File: src/hdl/tpl_pkg.sv
`default_nettype none

package tpl_pkg;

  // Default store depth (taps per phase).
  localparam int SLOTS_DEF = 64;

  // Field widths.
  localparam int TIME_W   = 16;
  localparam int SAMPLE_W = 8;
  localparam int REQ_W    = 3;
  localparam int THR_W    = 7;
  localparam int COUNT_W  = 7;

  // Configuration register indexes and reset values.
  localparam logic [1:0] REG_TAP_THRESHOLD   = 2'd0;
  localparam logic [1:0] REG_HOLDOFF_UNITS   = 2'd1;
  localparam logic [1:0] REG_MATCH_TOLERANCE = 2'd2;

  localparam logic [THR_W-1:0]  TAP_THRESHOLD_RST   = 7'd3;
  localparam logic [TIME_W-1:0] HOLDOFF_UNITS_RST   = 16'd10;
  localparam logic [TIME_W-1:0] MATCH_TOLERANCE_RST = 16'd100;

  // Request codes on the input side.
  typedef enum logic [REQ_W-1:0] {
    REQ_START_RECORD  = 3'd0,
    REQ_RECORD_SAMPLE = 3'd1,
    REQ_START_ATTEMPT = 3'd2,
    REQ_ATTEMPT_SAMPLE = 3'd3,
    REQ_CHECK         = 3'd4
  } req_t;

  // Classified command passed from the front end to the back end.
  typedef enum logic [2:0] {
    CMD_NONE,
    CMD_START,
    CMD_TAP_REF,
    CMD_TAP_ATT,
    CMD_CHECK
  } cmd_kind_t;

  typedef struct packed {
    cmd_kind_t         kind;
    logic [TIME_W-1:0] time_units;
  } cmd_t;

  // One result item.
  typedef struct packed {
    logic               tap_seen;
    logic [TIME_W-1:0]  tap_time;
    logic [COUNT_W-1:0] slot_index;
    logic               check_done;
    logic               all_match;
    logic [COUNT_W-1:0] match_count;
    logic               led_on;
  } result_t;

  // Back-end sequencer states.
  typedef enum logic [1:0] {
    ST_IDLE,
    ST_WALK,
    ST_DRAIN,
    ST_DONE
  } back_state_t;

endpackage

`default_nettype wire

File: src/hdl/tpl_front.sv
`default_nettype none

module tpl_front
  import tpl_pkg::*;
(
  input  wire logic [REQ_W-1:0]    req_type,
  input  wire logic signed [SAMPLE_W-1:0] sample,
  input  wire logic [TIME_W-1:0]   time_units,
  input  wire logic [THR_W-1:0]    tap_threshold,
  output cmd_t                     cmd
);

  logic [SAMPLE_W-1:0] mag;
  logic                above;

  // Magnitude of the signed sample; the most negative value maps to 128.
  assign mag   = sample[SAMPLE_W-1] ? (~sample + 1'b1) : sample;
  assign above = mag > {1'b0, tap_threshold};

  // Sort the request into what the back end has to do. A sample that is not
  // loud enough changes nothing and only reports the state.
  always_comb begin
    cmd.time_units = time_units;
    unique case (req_type)
      REQ_START_RECORD, REQ_START_ATTEMPT: cmd.kind = CMD_START;
      REQ_RECORD_SAMPLE:  cmd.kind = above ? CMD_TAP_REF : CMD_NONE;
      REQ_ATTEMPT_SAMPLE: cmd.kind = above ? CMD_TAP_ATT : CMD_NONE;
      REQ_CHECK:          cmd.kind = CMD_CHECK;
      default:            cmd.kind = CMD_NONE;
    endcase
  end

endmodule

`default_nettype wire

File: src/hdl/tpl_queue.sv
`default_nettype none

module tpl_queue
  import tpl_pkg::*;
(
  input  wire logic clk,
  input  wire logic rst,
  input  wire logic push,
  input  wire cmd_t push_cmd,
  output logic      full,
  input  wire logic pop,
  output logic      not_empty,
  output cmd_t      head
);

  cmd_t       entry [2];
  logic       wp;
  logic       rp;
  logic [1:0] fill;

  assign full      = fill == 2'd2;
  assign not_empty = fill != 2'd0;
  assign head      = entry[rp];

  // Entry storage.
  always_ff @(posedge clk) begin
    if (push) begin
      entry[wp] <= push_cmd;
    end
  end

  // Pointers and fill level.
  always_ff @(posedge clk) begin
    if (rst) begin
      wp   <= 1'b0;
      rp   <= 1'b0;
      fill <= 2'd0;
    end else begin
      if (push) begin
        wp <= ~wp;
      end
      if (pop) begin
        rp <= ~rp;
      end
      fill <= fill + {1'b0, push} - {1'b0, pop};
    end
  end

endmodule

`default_nettype wire

File: src/hdl/tpl_back.sv
`default_nettype none

module tpl_back
  import tpl_pkg::*;
#(
  parameter int SLOTS = SLOTS_DEF
) (
  input  wire logic              clk,
  input  wire logic              rst,
  input  wire logic [TIME_W-1:0] holdoff_units,
  input  wire logic [TIME_W-1:0] match_tolerance,
  input  wire logic              q_valid,
  input  wire cmd_t              q_head,
  output logic                   q_pop,
  output logic                   out_valid,
  input  wire logic              out_ready,
  output result_t                out_res
);

  localparam int AW = (SLOTS > 1) ? $clog2(SLOTS) : 1;
  localparam int CW = $clog2(SLOTS + 1);

  back_state_t state, state_next;

  // Tap stores and their valid bits; an entry never written reads as zero.
  logic [TIME_W-1:0] ref_mem [SLOTS];
  logic [TIME_W-1:0] att_mem [SLOTS];
  logic [SLOTS-1:0]  ref_vld;
  logic [SLOTS-1:0]  att_vld;

  logic [CW-1:0]     write_slot;
  logic [TIME_W-1:0] last_tap_time;
  logic              holdoff_armed;
  logic              led_state;

  logic [AW-1:0]     rd_addr;
  logic [TIME_W-1:0] ref_q;
  logic [TIME_W-1:0] att_q;
  logic              ref_ok;
  logic              att_ok;
  logic              cmp_vld;
  logic [CW-1:0]     match_cnt;

  logic              out_free;
  logic              is_tap;
  logic              in_holdoff;
  logic              tap_ok;
  logic              wr_ref;
  logic              wr_att;
  logic              issue;
  logic              start_check;
  logic              load_simple;
  logic              load_check;
  logic              all_ok;
  logic [CW-1:0]     slot_new;
  logic [CW+COUNT_W-1:0] slot_ext;
  logic [CW+COUNT_W-1:0] wslot_ext;
  logic [CW+COUNT_W-1:0] count_ext;
  logic [TIME_W:0]   holdoff_end;
  logic [TIME_W-1:0] cmp_a;
  logic [TIME_W-1:0] cmp_b;
  logic [TIME_W-1:0] cmp_d;
  logic              cmp_hit;

  assign out_free = !out_valid || out_ready;

  // Tap acceptance: hold-off window (no wrap) and a full store block it.
  assign is_tap      = (q_head.kind == CMD_TAP_REF) || (q_head.kind == CMD_TAP_ATT);
  assign holdoff_end = {1'b0, last_tap_time} + {1'b0, holdoff_units};
  assign in_holdoff  = holdoff_armed && ({1'b0, q_head.time_units} < holdoff_end);
  assign tap_ok      = is_tap && !in_holdoff && (write_slot != CW'(SLOTS));

  // Slot count after a simple command.
  always_comb begin
    priority if (q_head.kind == CMD_START) begin
      slot_new = '0;
    end else if (tap_ok) begin
      slot_new = write_slot + 1'b1;
    end else begin
      slot_new = write_slot;
    end
  end

  // A check reports the slot count as it stands; the queue head by then
  // already belongs to the next item.
  assign slot_ext  = {{COUNT_W{1'b0}}, slot_new};
  assign wslot_ext = {{COUNT_W{1'b0}}, write_slot};
  assign count_ext = {{COUNT_W{1'b0}}, match_cnt};
  assign all_ok    = match_cnt == CW'(SLOTS);

  // Compare stage of the slot walk.
  assign cmp_a   = ref_ok ? ref_q : '0;
  assign cmp_b   = att_ok ? att_q : '0;
  assign cmp_d   = (cmp_a >= cmp_b) ? (cmp_a - cmp_b) : (cmp_b - cmp_a);
  assign cmp_hit = cmp_d <= match_tolerance;

  // Next state.
  always_comb begin
    state_next = state;
    unique case (state)
      ST_IDLE: begin
        if (q_valid && out_free && q_head.kind == CMD_CHECK) begin
          state_next = ST_WALK;
        end
      end
      ST_WALK: begin
        if (rd_addr == AW'(SLOTS - 1)) begin
          state_next = ST_DRAIN;
        end
      end
      ST_DRAIN: state_next = ST_DONE;
      ST_DONE: begin
        if (out_free) begin
          state_next = ST_IDLE;
        end
      end
      default: state_next = ST_IDLE;
    endcase
  end

  // Control outputs of the sequencer.
  always_comb begin
    q_pop       = 1'b0;
    load_simple = 1'b0;
    start_check = 1'b0;
    issue       = 1'b0;
    load_check  = 1'b0;
    unique case (state)
      ST_IDLE: begin
        if (q_valid && out_free) begin
          q_pop = 1'b1;
          if (q_head.kind == CMD_CHECK) begin
            start_check = 1'b1;
          end else begin
            load_simple = 1'b1;
          end
        end
      end
      ST_WALK:  issue = 1'b1;
      ST_DRAIN: ;
      ST_DONE:  load_check = out_free;
      default: ;
    endcase
  end

  assign wr_ref = load_simple && tap_ok && (q_head.kind == CMD_TAP_REF);
  assign wr_att = load_simple && tap_ok && (q_head.kind == CMD_TAP_ATT);

  // Store writes and registered reads for the walk.
  always_ff @(posedge clk) begin
    if (wr_ref) begin
      ref_mem[write_slot[AW-1:0]] <= q_head.time_units;
    end
    if (wr_att) begin
      att_mem[write_slot[AW-1:0]] <= q_head.time_units;
    end
    if (issue) begin
      ref_q  <= ref_mem[rd_addr];
      att_q  <= att_mem[rd_addr];
      ref_ok <= ref_vld[rd_addr];
      att_ok <= att_vld[rd_addr];
    end
  end

  // Result payload.
  always_ff @(posedge clk) begin
    if (load_simple) begin
      out_res.tap_seen    <= tap_ok;
      out_res.tap_time    <= tap_ok ? q_head.time_units : '0;
      out_res.slot_index  <= slot_ext[COUNT_W-1:0];
      out_res.check_done  <= 1'b0;
      out_res.all_match   <= 1'b0;
      out_res.match_count <= '0;
      out_res.led_on      <= led_state;
    end else if (load_check) begin
      out_res.tap_seen    <= 1'b0;
      out_res.tap_time    <= '0;
      out_res.slot_index  <= wslot_ext[COUNT_W-1:0];
      out_res.check_done  <= 1'b1;
      out_res.all_match   <= all_ok;
      out_res.match_count <= count_ext[COUNT_W-1:0];
      out_res.led_on      <= led_state ^ all_ok;
    end
  end

  // Control and phase state.
  always_ff @(posedge clk) begin
    if (rst) begin
      state         <= ST_IDLE;
      ref_vld       <= '0;
      att_vld       <= '0;
      write_slot    <= '0;
      last_tap_time <= '0;
      holdoff_armed <= 1'b0;
      led_state     <= 1'b0;
      rd_addr       <= '0;
      cmp_vld       <= 1'b0;
      match_cnt     <= '0;
      out_valid     <= 1'b0;
    end else begin
      state   <= state_next;
      cmp_vld <= issue;

      if (load_simple) begin
        write_slot <= slot_new;
        if (q_head.kind == CMD_START) begin
          last_tap_time <= '0;
          holdoff_armed <= 1'b0;
        end else if (tap_ok) begin
          last_tap_time <= q_head.time_units;
          holdoff_armed <= 1'b1;
        end
      end
      if (wr_ref) begin
        ref_vld[write_slot[AW-1:0]] <= 1'b1;
      end
      if (wr_att) begin
        att_vld[write_slot[AW-1:0]] <= 1'b1;
      end

      // Slot walk.
      if (start_check) begin
        rd_addr   <= '0;
        match_cnt <= '0;
      end else if (issue) begin
        rd_addr <= rd_addr + 1'b1;
      end
      if (cmp_vld) begin
        match_cnt <= match_cnt + CW'(cmp_hit);
      end

      // A full match toggles the LED and empties the attempt store.
      if (load_check && all_ok) begin
        led_state <= ~led_state;
        att_vld   <= '0;
      end

      if (load_simple || load_check) begin
        out_valid <= 1'b1;
      end else if (out_ready) begin
        out_valid <= 1'b0;
      end
    end
  end

  // The write slot saturates at the store depth.
  assert property (@(posedge clk) disable iff (rst) write_slot <= CW'(SLOTS))
    else $error("write slot beyond store depth");

  // A full match leaves the attempt store empty.
  assert property (@(posedge clk) disable iff (rst)
    (load_check && all_ok) |=> (att_vld == '0))
    else $error("attempt store not cleared after full match");

  // The LED only changes when a check is reported.
  assert property (@(posedge clk) disable iff (rst)
    (led_state != $past(led_state)) |-> $past(load_check))
    else $error("LED changed outside a check report");

  // No compare result may still be in flight when a check is reported.
  assert property (@(posedge clk) disable iff (rst) load_check |-> !cmp_vld)
    else $error("check reported before the walk finished");

endmodule

`default_nettype wire

File: src/hdl/tap_pattern_lock_core.sv
`default_nettype none

// Tap-pattern lock. Each input item is a request (start record, record
// sample, start attempt, attempt sample, check); every item gives exactly one
// result item. A sample louder than tap_threshold, outside the hold-off window
// of the previous tap and with room left in the store, is stored as a tap in
// the reference or attempt store. Start, sample and unused requests need no
// walk, so with a free output they flow at one item per cycle after a
// two-entry command queue. A check walks both stores one slot per cycle
// through their single read ports, then drains the last compare before its
// result is offered; a full match toggles the LED and empties the attempt
// store at once. Both stores read as zero after reset through per-entry valid
// bits, so no clearing pass is needed. The user must write configuration
// through the cfg port only while no item is in flight, which is not enforced.
module tap_pattern_lock_core
  import tpl_pkg::*;
#(
  parameter int SLOTS = SLOTS_DEF
) (
  input  wire logic        clk,
  input  wire logic        rst,
  // Configuration write port.
  input  wire logic        cfg_we,
  input  wire logic [1:0]  cfg_index,
  input  wire logic [15:0] cfg_data,
  // Request stream.
  input  wire logic        s_tvalid,
  output logic             s_tready,
  input  wire logic [23:0] s_tdata,   // sample[7:0], time_units[23:8]
  input  wire logic [2:0]  s_tuser,   // req_type[2:0]
  // Result stream.
  output logic             m_tvalid,
  input  wire logic        m_tready,
  output logic [39:0]      m_tdata,   // tap_seen[0], tap_time[16:1], slot_index[23:17],
                                      // all_match[24], match_count[31:25], led_on[32], zero
  output logic             m_tuser    // check_done
);

  logic [THR_W-1:0]  tap_threshold;
  logic [TIME_W-1:0] holdoff_units;
  logic [TIME_W-1:0] match_tolerance;

  cmd_t    front_cmd;
  cmd_t    q_head;
  logic    q_full;
  logic    q_valid;
  logic    q_pop;
  logic    push;
  result_t res;

  // Configuration registers.
  always_ff @(posedge clk) begin
    if (rst) begin
      tap_threshold   <= TAP_THRESHOLD_RST;
      holdoff_units   <= HOLDOFF_UNITS_RST;
      match_tolerance <= MATCH_TOLERANCE_RST;
    end else if (cfg_we) begin
      unique case (cfg_index)
        REG_TAP_THRESHOLD:   tap_threshold   <= cfg_data[THR_W-1:0];
        REG_HOLDOFF_UNITS:   holdoff_units   <= cfg_data;
        REG_MATCH_TOLERANCE: match_tolerance <= cfg_data;
        default: ;
      endcase
    end
  end

  assign s_tready = !q_full;
  assign push     = s_tvalid && !q_full;

  tpl_front u_front (
    .req_type      (s_tuser),
    .sample        (s_tdata[7:0]),
    .time_units    (s_tdata[23:8]),
    .tap_threshold (tap_threshold),
    .cmd           (front_cmd)
  );

  tpl_queue u_queue (
    .clk       (clk),
    .rst       (rst),
    .push      (push),
    .push_cmd  (front_cmd),
    .full      (q_full),
    .pop       (q_pop),
    .not_empty (q_valid),
    .head      (q_head)
  );

  tpl_back #(
    .SLOTS (SLOTS)
  ) u_back (
    .clk             (clk),
    .rst             (rst),
    .holdoff_units   (holdoff_units),
    .match_tolerance (match_tolerance),
    .q_valid         (q_valid),
    .q_head          (q_head),
    .q_pop           (q_pop),
    .out_valid       (m_tvalid),
    .out_ready       (m_tready),
    .out_res         (res)
  );

  // Result packing.
  assign m_tdata = {7'd0, res.led_on, res.match_count, res.all_match,
                    res.slot_index, res.tap_time, res.tap_seen};
  assign m_tuser = res.check_done;

endmodule

`default_nettype wire
File: config.mk
export PLATFORM = sky130hd
export DESIGN_NAME = tap_pattern_lock_core
export DESIGN_NICKNAME = d
export VERILOG_FILES = /design/src/hdl/tpl_pkg.sv /design/src/hdl/tpl_front.sv /design/src/hdl/tpl_queue.sv /design/src/hdl/tpl_back.sv /design/src/hdl/tap_pattern_lock_core.sv
export SDC_FILE = /design/constraint.sdc
export NUM_CORES = 2
export LEC_CHECK = 0
export BUFFER_PORTS_ARGS = -buffer_cell sky130_fd_sc_hd__buf_4
export CORE_UTILIZATION = 30
export DETAILED_ROUTE_END_ITERATION = 8
export PLACE_DENSITY = 0.51
export SYNTH_ARGS = -nofsm -noshare
export SYNTH_HDL_FRONTEND = slang
export SYNTH_SLANG_ARGS = --single-unit
File: constraint.sdc
create_clock -name clk -period 11.5 [get_ports clk]
set_input_delay 0.575 -clock clk [delete_from_list [all_inputs] [get_ports clk]]
set_output_delay 0.575 -clock clk [all_outputs]
set_load 0.01 [all_outputs]
-- Yosys cells after proc, flatten, opt, wreduce, memory -nomap -nowiden
Memory sizes are Yosys's and may differ from the RTL's. A register that Yosys moved wholly into a read port is not among the register bits.
Cells that the tools add are included.
- bits in registers: 249
- bits in latches: 0
- RAM bits: 2086
- bits in read-only memories: 0
- bits of input ports: 50
- output and inout bits: 43
- logic and storage cells: 153
- memories kept: 3
- memory list (name ; words ; bits a word ; rd ports ; clocked after memory_dff ; write ports ; line ; RTL):
    u_back.att_mem ; 64 ; 16 ; 1 ; 1 ; 1 ; tpl_back.sv:27 ; logic [TIME_W-1:0] att_mem [SLOTS];
    u_back.ref_mem ; 64 ; 16 ; 1 ; 1 ; 1 ; tpl_back.sv:26 ; logic [TIME_W-1:0] ref_mem [SLOTS];
    u_queue.entry ; 2 ; 19 ; 1 ; 1 ; 1 ; tpl_queue.sv:16 ; cmd_t entry [2];
- add/subtract/negate cells: 9
- multipliers: 0
- divide/modulo/power cells: 0
- order comparisons: 7
- eq/ne operators: 20
- shifts and indexed selects: 0
- muxes and demuxes: 48
- bitwise operators: 7
- reduce and logical (&&, ||, !) cells: 33
- operators with widths (operator ; number):
    64-bit bitwise OR ; 2
    16-bit two-way mux ; 6
    34-bit two-way mux ; 2
    16-bit subtractor ; 2
    7-bit two-way mux ; 4
    1-bit two-way mux ; 25
    16-bit by 16-bit adder with 17-bit output ; 1
    16-bit by 17-bit < comparator with 1-bit output ; 1
    16-bit >= comparator ; 1
    16-bit less-or-equal comparator ; 1
    6-bit by 7-bit < comparator with 1-bit output (second input constant) ; 2
    1-bit binary-select mux with 6-bit select ; 2
    3-bit by 2-bit == test with 1-bit output (second input constant) ; 4
    3-bit one-hot mux with 4 select lines ; 1
    1-bit logical AND ; 11
    2-bit two-way mux ; 5
    2-bit nonzero test ; 5
    8-bit by 1-bit adder with 8-bit output (second input constant) ; 1
    2-bit == test (second input constant) ; 4
    8-bit by 7-bit greater-than comparator with 1-bit output ; 1
    8-bit two-way mux ; 1
    8-bit NOT ; 1
    2-bit one-hot mux with 4 select lines ; 1
    2-bit AND reduction ; 4
    other kinds (22) ; 36

-- Longest topological paths before layout
- word-level depth: 10
- gate-level depth with buffers: 31
- mapped depth without buffers: 30

-- Cells and area by module
Synthesis repeated with hierarchy kept, for this count alone.
- cell total of the unflattened synthesis: 4674
- area total of the unflattened synthesis: 94728.4 µm²
- modules (own cells, without submodules) (module ; instances ; cells an instance ; area an instance (µm²) ; sequential area each (µm²)):
    tpl_back ; 1 ; 4362 ; 90895.9 ; 66854.1
    tap_pattern_lock_core ; 1 ; 165 ; 1696.6 ; 780.7
    tpl_queue ; 1 ; 80 ; 1642.8 ; 1241.2
    tpl_front ; 1 ; 67 ; 493.0 ; 0.0

-- Worst setup path after synthesis
OpenSTA, ideal clock, no wires.
- kind: register to register
- start: reg (tool-made name)
- end: mem u_back.ref_mem[16][0] (enable)
- library setup time: 0.388 ns
- data arrival time: 5.637 ns
- data required time: 11.112 ns
- path slack: 5.474 ns
- stages on the path, launching flop included: 17
- path buffers: 5
- clock period less this slack: 6.026 ns
- cells stage by stage: dfxtp_1 buf_4 buf_2 buf_1 mux2i_1 inv_1 ha_1 o21ai_0 a31oi_1 o21ai_1 a2111oi_2 o21ai_1 or3_1 or4b_1 buf_2 buf_6 nor2_1
- RTL lines (what ; line):
    end, declared ; tpl_back.sv:26

-- Worst setup path after layout
- start: reg u_back.ref_ok
- end: reg u_back.match_cnt[6]
- cells in the longest elaborated chain, start to end: 6
- elaborated cells between the ends (all ways): 8
- classes of those cells: add/sub: 3; order compare: 2; mux: 3
- ends and longest elaborated chain (what ; line ; RTL):
    start, declared ; tpl_back.sv:39 ; logic ref_ok;
    start signal, assigned ; tpl_back.sv:160 ; ref_ok <= ref_vld[rd_addr];
    16-bit two-way mux (*) ; tpl_back.sv:92 ; assign cmp_a = ref_ok ? ref_q : '0;
    16-bit subtractor / 16-bit >= comparator (equally long branches) ; tpl_back.sv:94 ; assign cmp_d = (cmp_a >= cmp_b) ? (cmp_a - cmp_b) : (cmp_b - cmp_a);
    16-bit two-way mux (*) ; tpl_back.sv:94 ;
    16-bit less-or-equal comparator (*) ; tpl_back.sv:95 ; assign cmp_hit = cmp_d <= match_tolerance;
    7-bit by 1-bit adder with 7-bit output (*) ; tpl_back.sv:229 ; match_cnt <= match_cnt + CW'(cmp_hit);
    7-bit two-way mux (*) ; tpl_back.sv:228 ; if (cmp_vld) begin
    end signal, assigned ; tpl_back.sv:229 ;
    end, declared ; tpl_back.sv:42 ; logic [CW-1:0] match_cnt;
Every way passes the cells marked *; elsewhere a longest branch is shown, timed or not.
A chain may end at the register's enable or synchronous reset.

==> reports/metrics.cfg <==
[outcome]
status=completed

[synth]
synth_cell_type_count=72
netlist.top_cell.by_area=edfxtp_1
synth_edf_count=2145
synth-seq-cells=2368
synth-seq-area-share_pct=73.7
yosysWarnings=0
async_flop_share_pct=0
synth_area_leaders=edfxtp_1, mux4_2, dfxtp_1, ha_1, nor2_1
yosysTopAreaCellShare_pct=68.9
synthFlopType=edfxtp_1
synth_area_per_cell_um2=20.3
syn_inst=4615
synth_area_um2=93500

[clocking]
cts-hold-fix-buffers=35
clock-root-buffer=clkbuf_16
cts_resized=0
cts.clk_slew.worst_paths_ns=0.06
clk_latency_ns=0.92
cts_tree=done
post_cts_buffers=0
numCtsBuffers=239
htree_levels=4
cts.sinks=2368
clock_path_buffers=4

[timing]
hold_viol=0
finalMaxSlewViolations=0
period_share_pct=59.1
tns_ns=0
finalCriticalPeriod_ns=6.80
max_freq_ghz=0.147
clock_skew_ns=0.0729
rsz0062_at_grt=false
setup_viol=0
worstMarginPinSlew_ns=1.33
slew_headroom_pct=10.8

[detailed_routing]
viasPerCell=4.97
postRouteAntennaNets=0
detail_route.wirelength_mm=244
dr.pass1.iters=7
drt_iter0_drc=4380
drc=0
drt-wirelength-per-cell_um=26.7
vias=45600

[floorplan]
start_util_pct=30.2
fp.dieW_um=560
dieArea_um2=314000
core_um2=309000
ios=93
die_y_um=560
rows=204

[placement]
place_inst=8696
port_buffers=85
place_congestion=0.805
dpl_cell_area_um2=99700
hpwl_mm=144

[pwr]
p_per_area_nw_per_um2=208
peakVddDrop_v=0.000135
p_total_mw=22.4
power_leakage_nw=32.7

[cells_and_area]
final_cells=9171
fin_area_um2=108000
most-common-layout-cells=edfxtp_1, mux4_2, clkbuf_16
syn_to_final_growth_pct=15.1
layout_commonest_cell=edfxtp_1
drive_gt1_share_pct=28.0
nets=5003

[worst_hold_path]
holdPathStages=2
hp-class=primary input to flop
whs_endpoint=u_queue.entry[1][16]$_DFFE_PP_
hold_start=s_tuser[2]

[global_routing]
globalRouteOverflowTotal=0
grt_pass1_wl_mm=347
grt_pass1_vias=46200
antenna_found_initial=18
grt_start_max_net_pins=120
grt_usage_pct=15.3

[worst_setup_path]
critPathSlowestCell=edfxtp_1
path_max_fanout=16
crit_path_end_kind=flop
reg2reg_from=u_back.ref_ok$_DFFE_PP_
cpMostUsedCell=ha_1
worstSetupStartpointType=flop
reg2reg_setup_slack_ns=4.70
arrival_ns=7.56
max_stage_delay_ns=0.75
r2r_cells=28
crit_type=flop to flop
critPathRequiredTime_ns=12.26
r2r-end=u_back.match_cnt[6]$_SDFFE_PP0P_

[run]
max-cap-violations=0

## final cells by class
cell class	count	area [um^2]
Antenna cell	3	7.51
Multi-Input combinational cell	1908	23600
Inverter	90	378
Clock buffer	307	6380
Sequential cell	2368	68900
Tap cell	4120	5150
Clock inverter	130	1150
Fill cell	28800	202000
Timing Repair Buffer	245	2010
## logic make-up after synthesis
group / share of synthesized area (%)
DFF: 73.7
muxes: 17.5
and+or+nand+nor: 3.07
AOI/OAI and AO/OA: 2.56
buffers and inverters: 1.44
adders and majority gates: 1.38
xor gates and xnor gates: 0.394
other: 0.00401
## cell usage after synthesis (3+ instances only)
cell,count
mux4_2,714
nand3_1,35
ha_1,98
buf_2,6
o211ai_1,4
or2_2,7
fa_1,3
o22ai_1,3
dfxtp_1,223
and3_1,12
nor3b_1,4
nand4_1,15
buf_1,52
or3_1,4
mux2i_1,24
and3b_1,3
o2bb2ai_1,5
clkbuf_1,183
and2_1,16
xnor2_1,25
nor4_1,7
nor2_1,292
a31oi_1,6
a21o_1,9
edfxtp_1,2145
a211o_1,5
o21ai_1,4
a22oi_1,5
nand4b_1,4
nand2_1,172
nand3b_1,9
xor2_1,17
a21boi_0,3
nand2b_1,9
o31ai_1,21
a211oi_1,4
o21a_1,76
nor3_1,13
o211a_1,3
nor2b_1,14
inv_1,90
clkbuf_2,5
a21oi_1,173
buf_4,8
o21ai_0,47
## worst max-delay path: cells and delay by family (launching register included)
family | cells | cell delay (ns)
AO/OA/AOI/OAI | 12 | 2.68
XOR/XNOR | 1 | 0.23
flip-flops | 1 | 0.75
adder cells (fa/ha/maj) | 5 | 1.44
AND/OR/NAND/NOR | 10 | 1.58
## report_power, final
| group | leakage [nW] | internal, mW | switching (mW) |
|---|---|---|---|
| logic | 7.91 | 1.71 | 2.79 |
| clock network | 3.68 | 4.32 | 3.28 |
| registers | 21.1 | 10.2 | 0.115 |
| total | 32.7 | 16.2 | 6.19 |
## how the worst max path moves through the flow
| stage | startpoint | to | slack, ns | depth (start not counted) |
|---|---|---|---|---|
| floorplan | flop | u_back.ref_mem[16][0]$_DFFE_PP_ | 5.47 | 16 |
| global placement | u_back.ref_ok$_DFFE_PP_ | u_back.match_cnt[6]$_SDFFE_PP0P_ | 4.69 | 28 |
| detailed placement | u_back.ref_ok$_DFFE_PP_ | u_back.match_cnt[6]$_SDFFE_PP0P_ | 4.81 | 28 |
| CTS | u_back.ref_ok$_DFFE_PP_ | u_back.match_cnt[6]$_SDFFE_PP0P_ | 4.76 | 28 |
| global route | u_back.ref_ok$_DFFE_PP_ | u_back.match_cnt[6]$_SDFFE_PP0P_ | 3.98 | 28 |
| finish | u_back.ref_ok$_DFFE_PP_ | u_back.match_cnt[6]$_SDFFE_PP0P_ | 4.70 | 28 |
## per-layer routing
metal,wire length [um],share of wire (%),up-vias,GRT usage (%)
met1,106000,43,24500,21.1
met2,113000,46,1396,24.1
met4,6690,2.7,0,4.42
met5,0,0,-,0
met3,18100,7.4,322,3.64
li1,-,-,19400,-
## flip-flops by register name, indices dropped and copies added, names as in the netlist, 2 cells and up, named ones only
signal                flops
u_back.match_cnt          7
u_back.ref_vld           64
u_back.att_q             16
u_queue.entry            38
u_back.out_res           34
u_back.ref_q             16
u_back.state              2
match_tolerance          16
tap_threshold             7
u_back.att_mem         1024
u_back.ref_mem         1024
u_back.last_tap_time     16
u_queue.fill              2
u_back.write_slot         7
holdoff_units            16
u_back.att_vld           64
u_back.rd_addr            6
## stage by stage
stage / utilization (%) / hold WS (ns) / setup WS (ns)
after floorplan: - / 0.431 / 5.47
after global placement: 32.2 / 0.441 / 4.69
after detailed placement: 32.2 / 0.448 / 4.81
after CTS: 34.8 / 0.0140 / 4.76
after global routing: 34.8 / 0.0682 / 3.98
final: 34.8 / 0.119 / 4.70
Note: power is estimated with default switching activity, not from simulation.
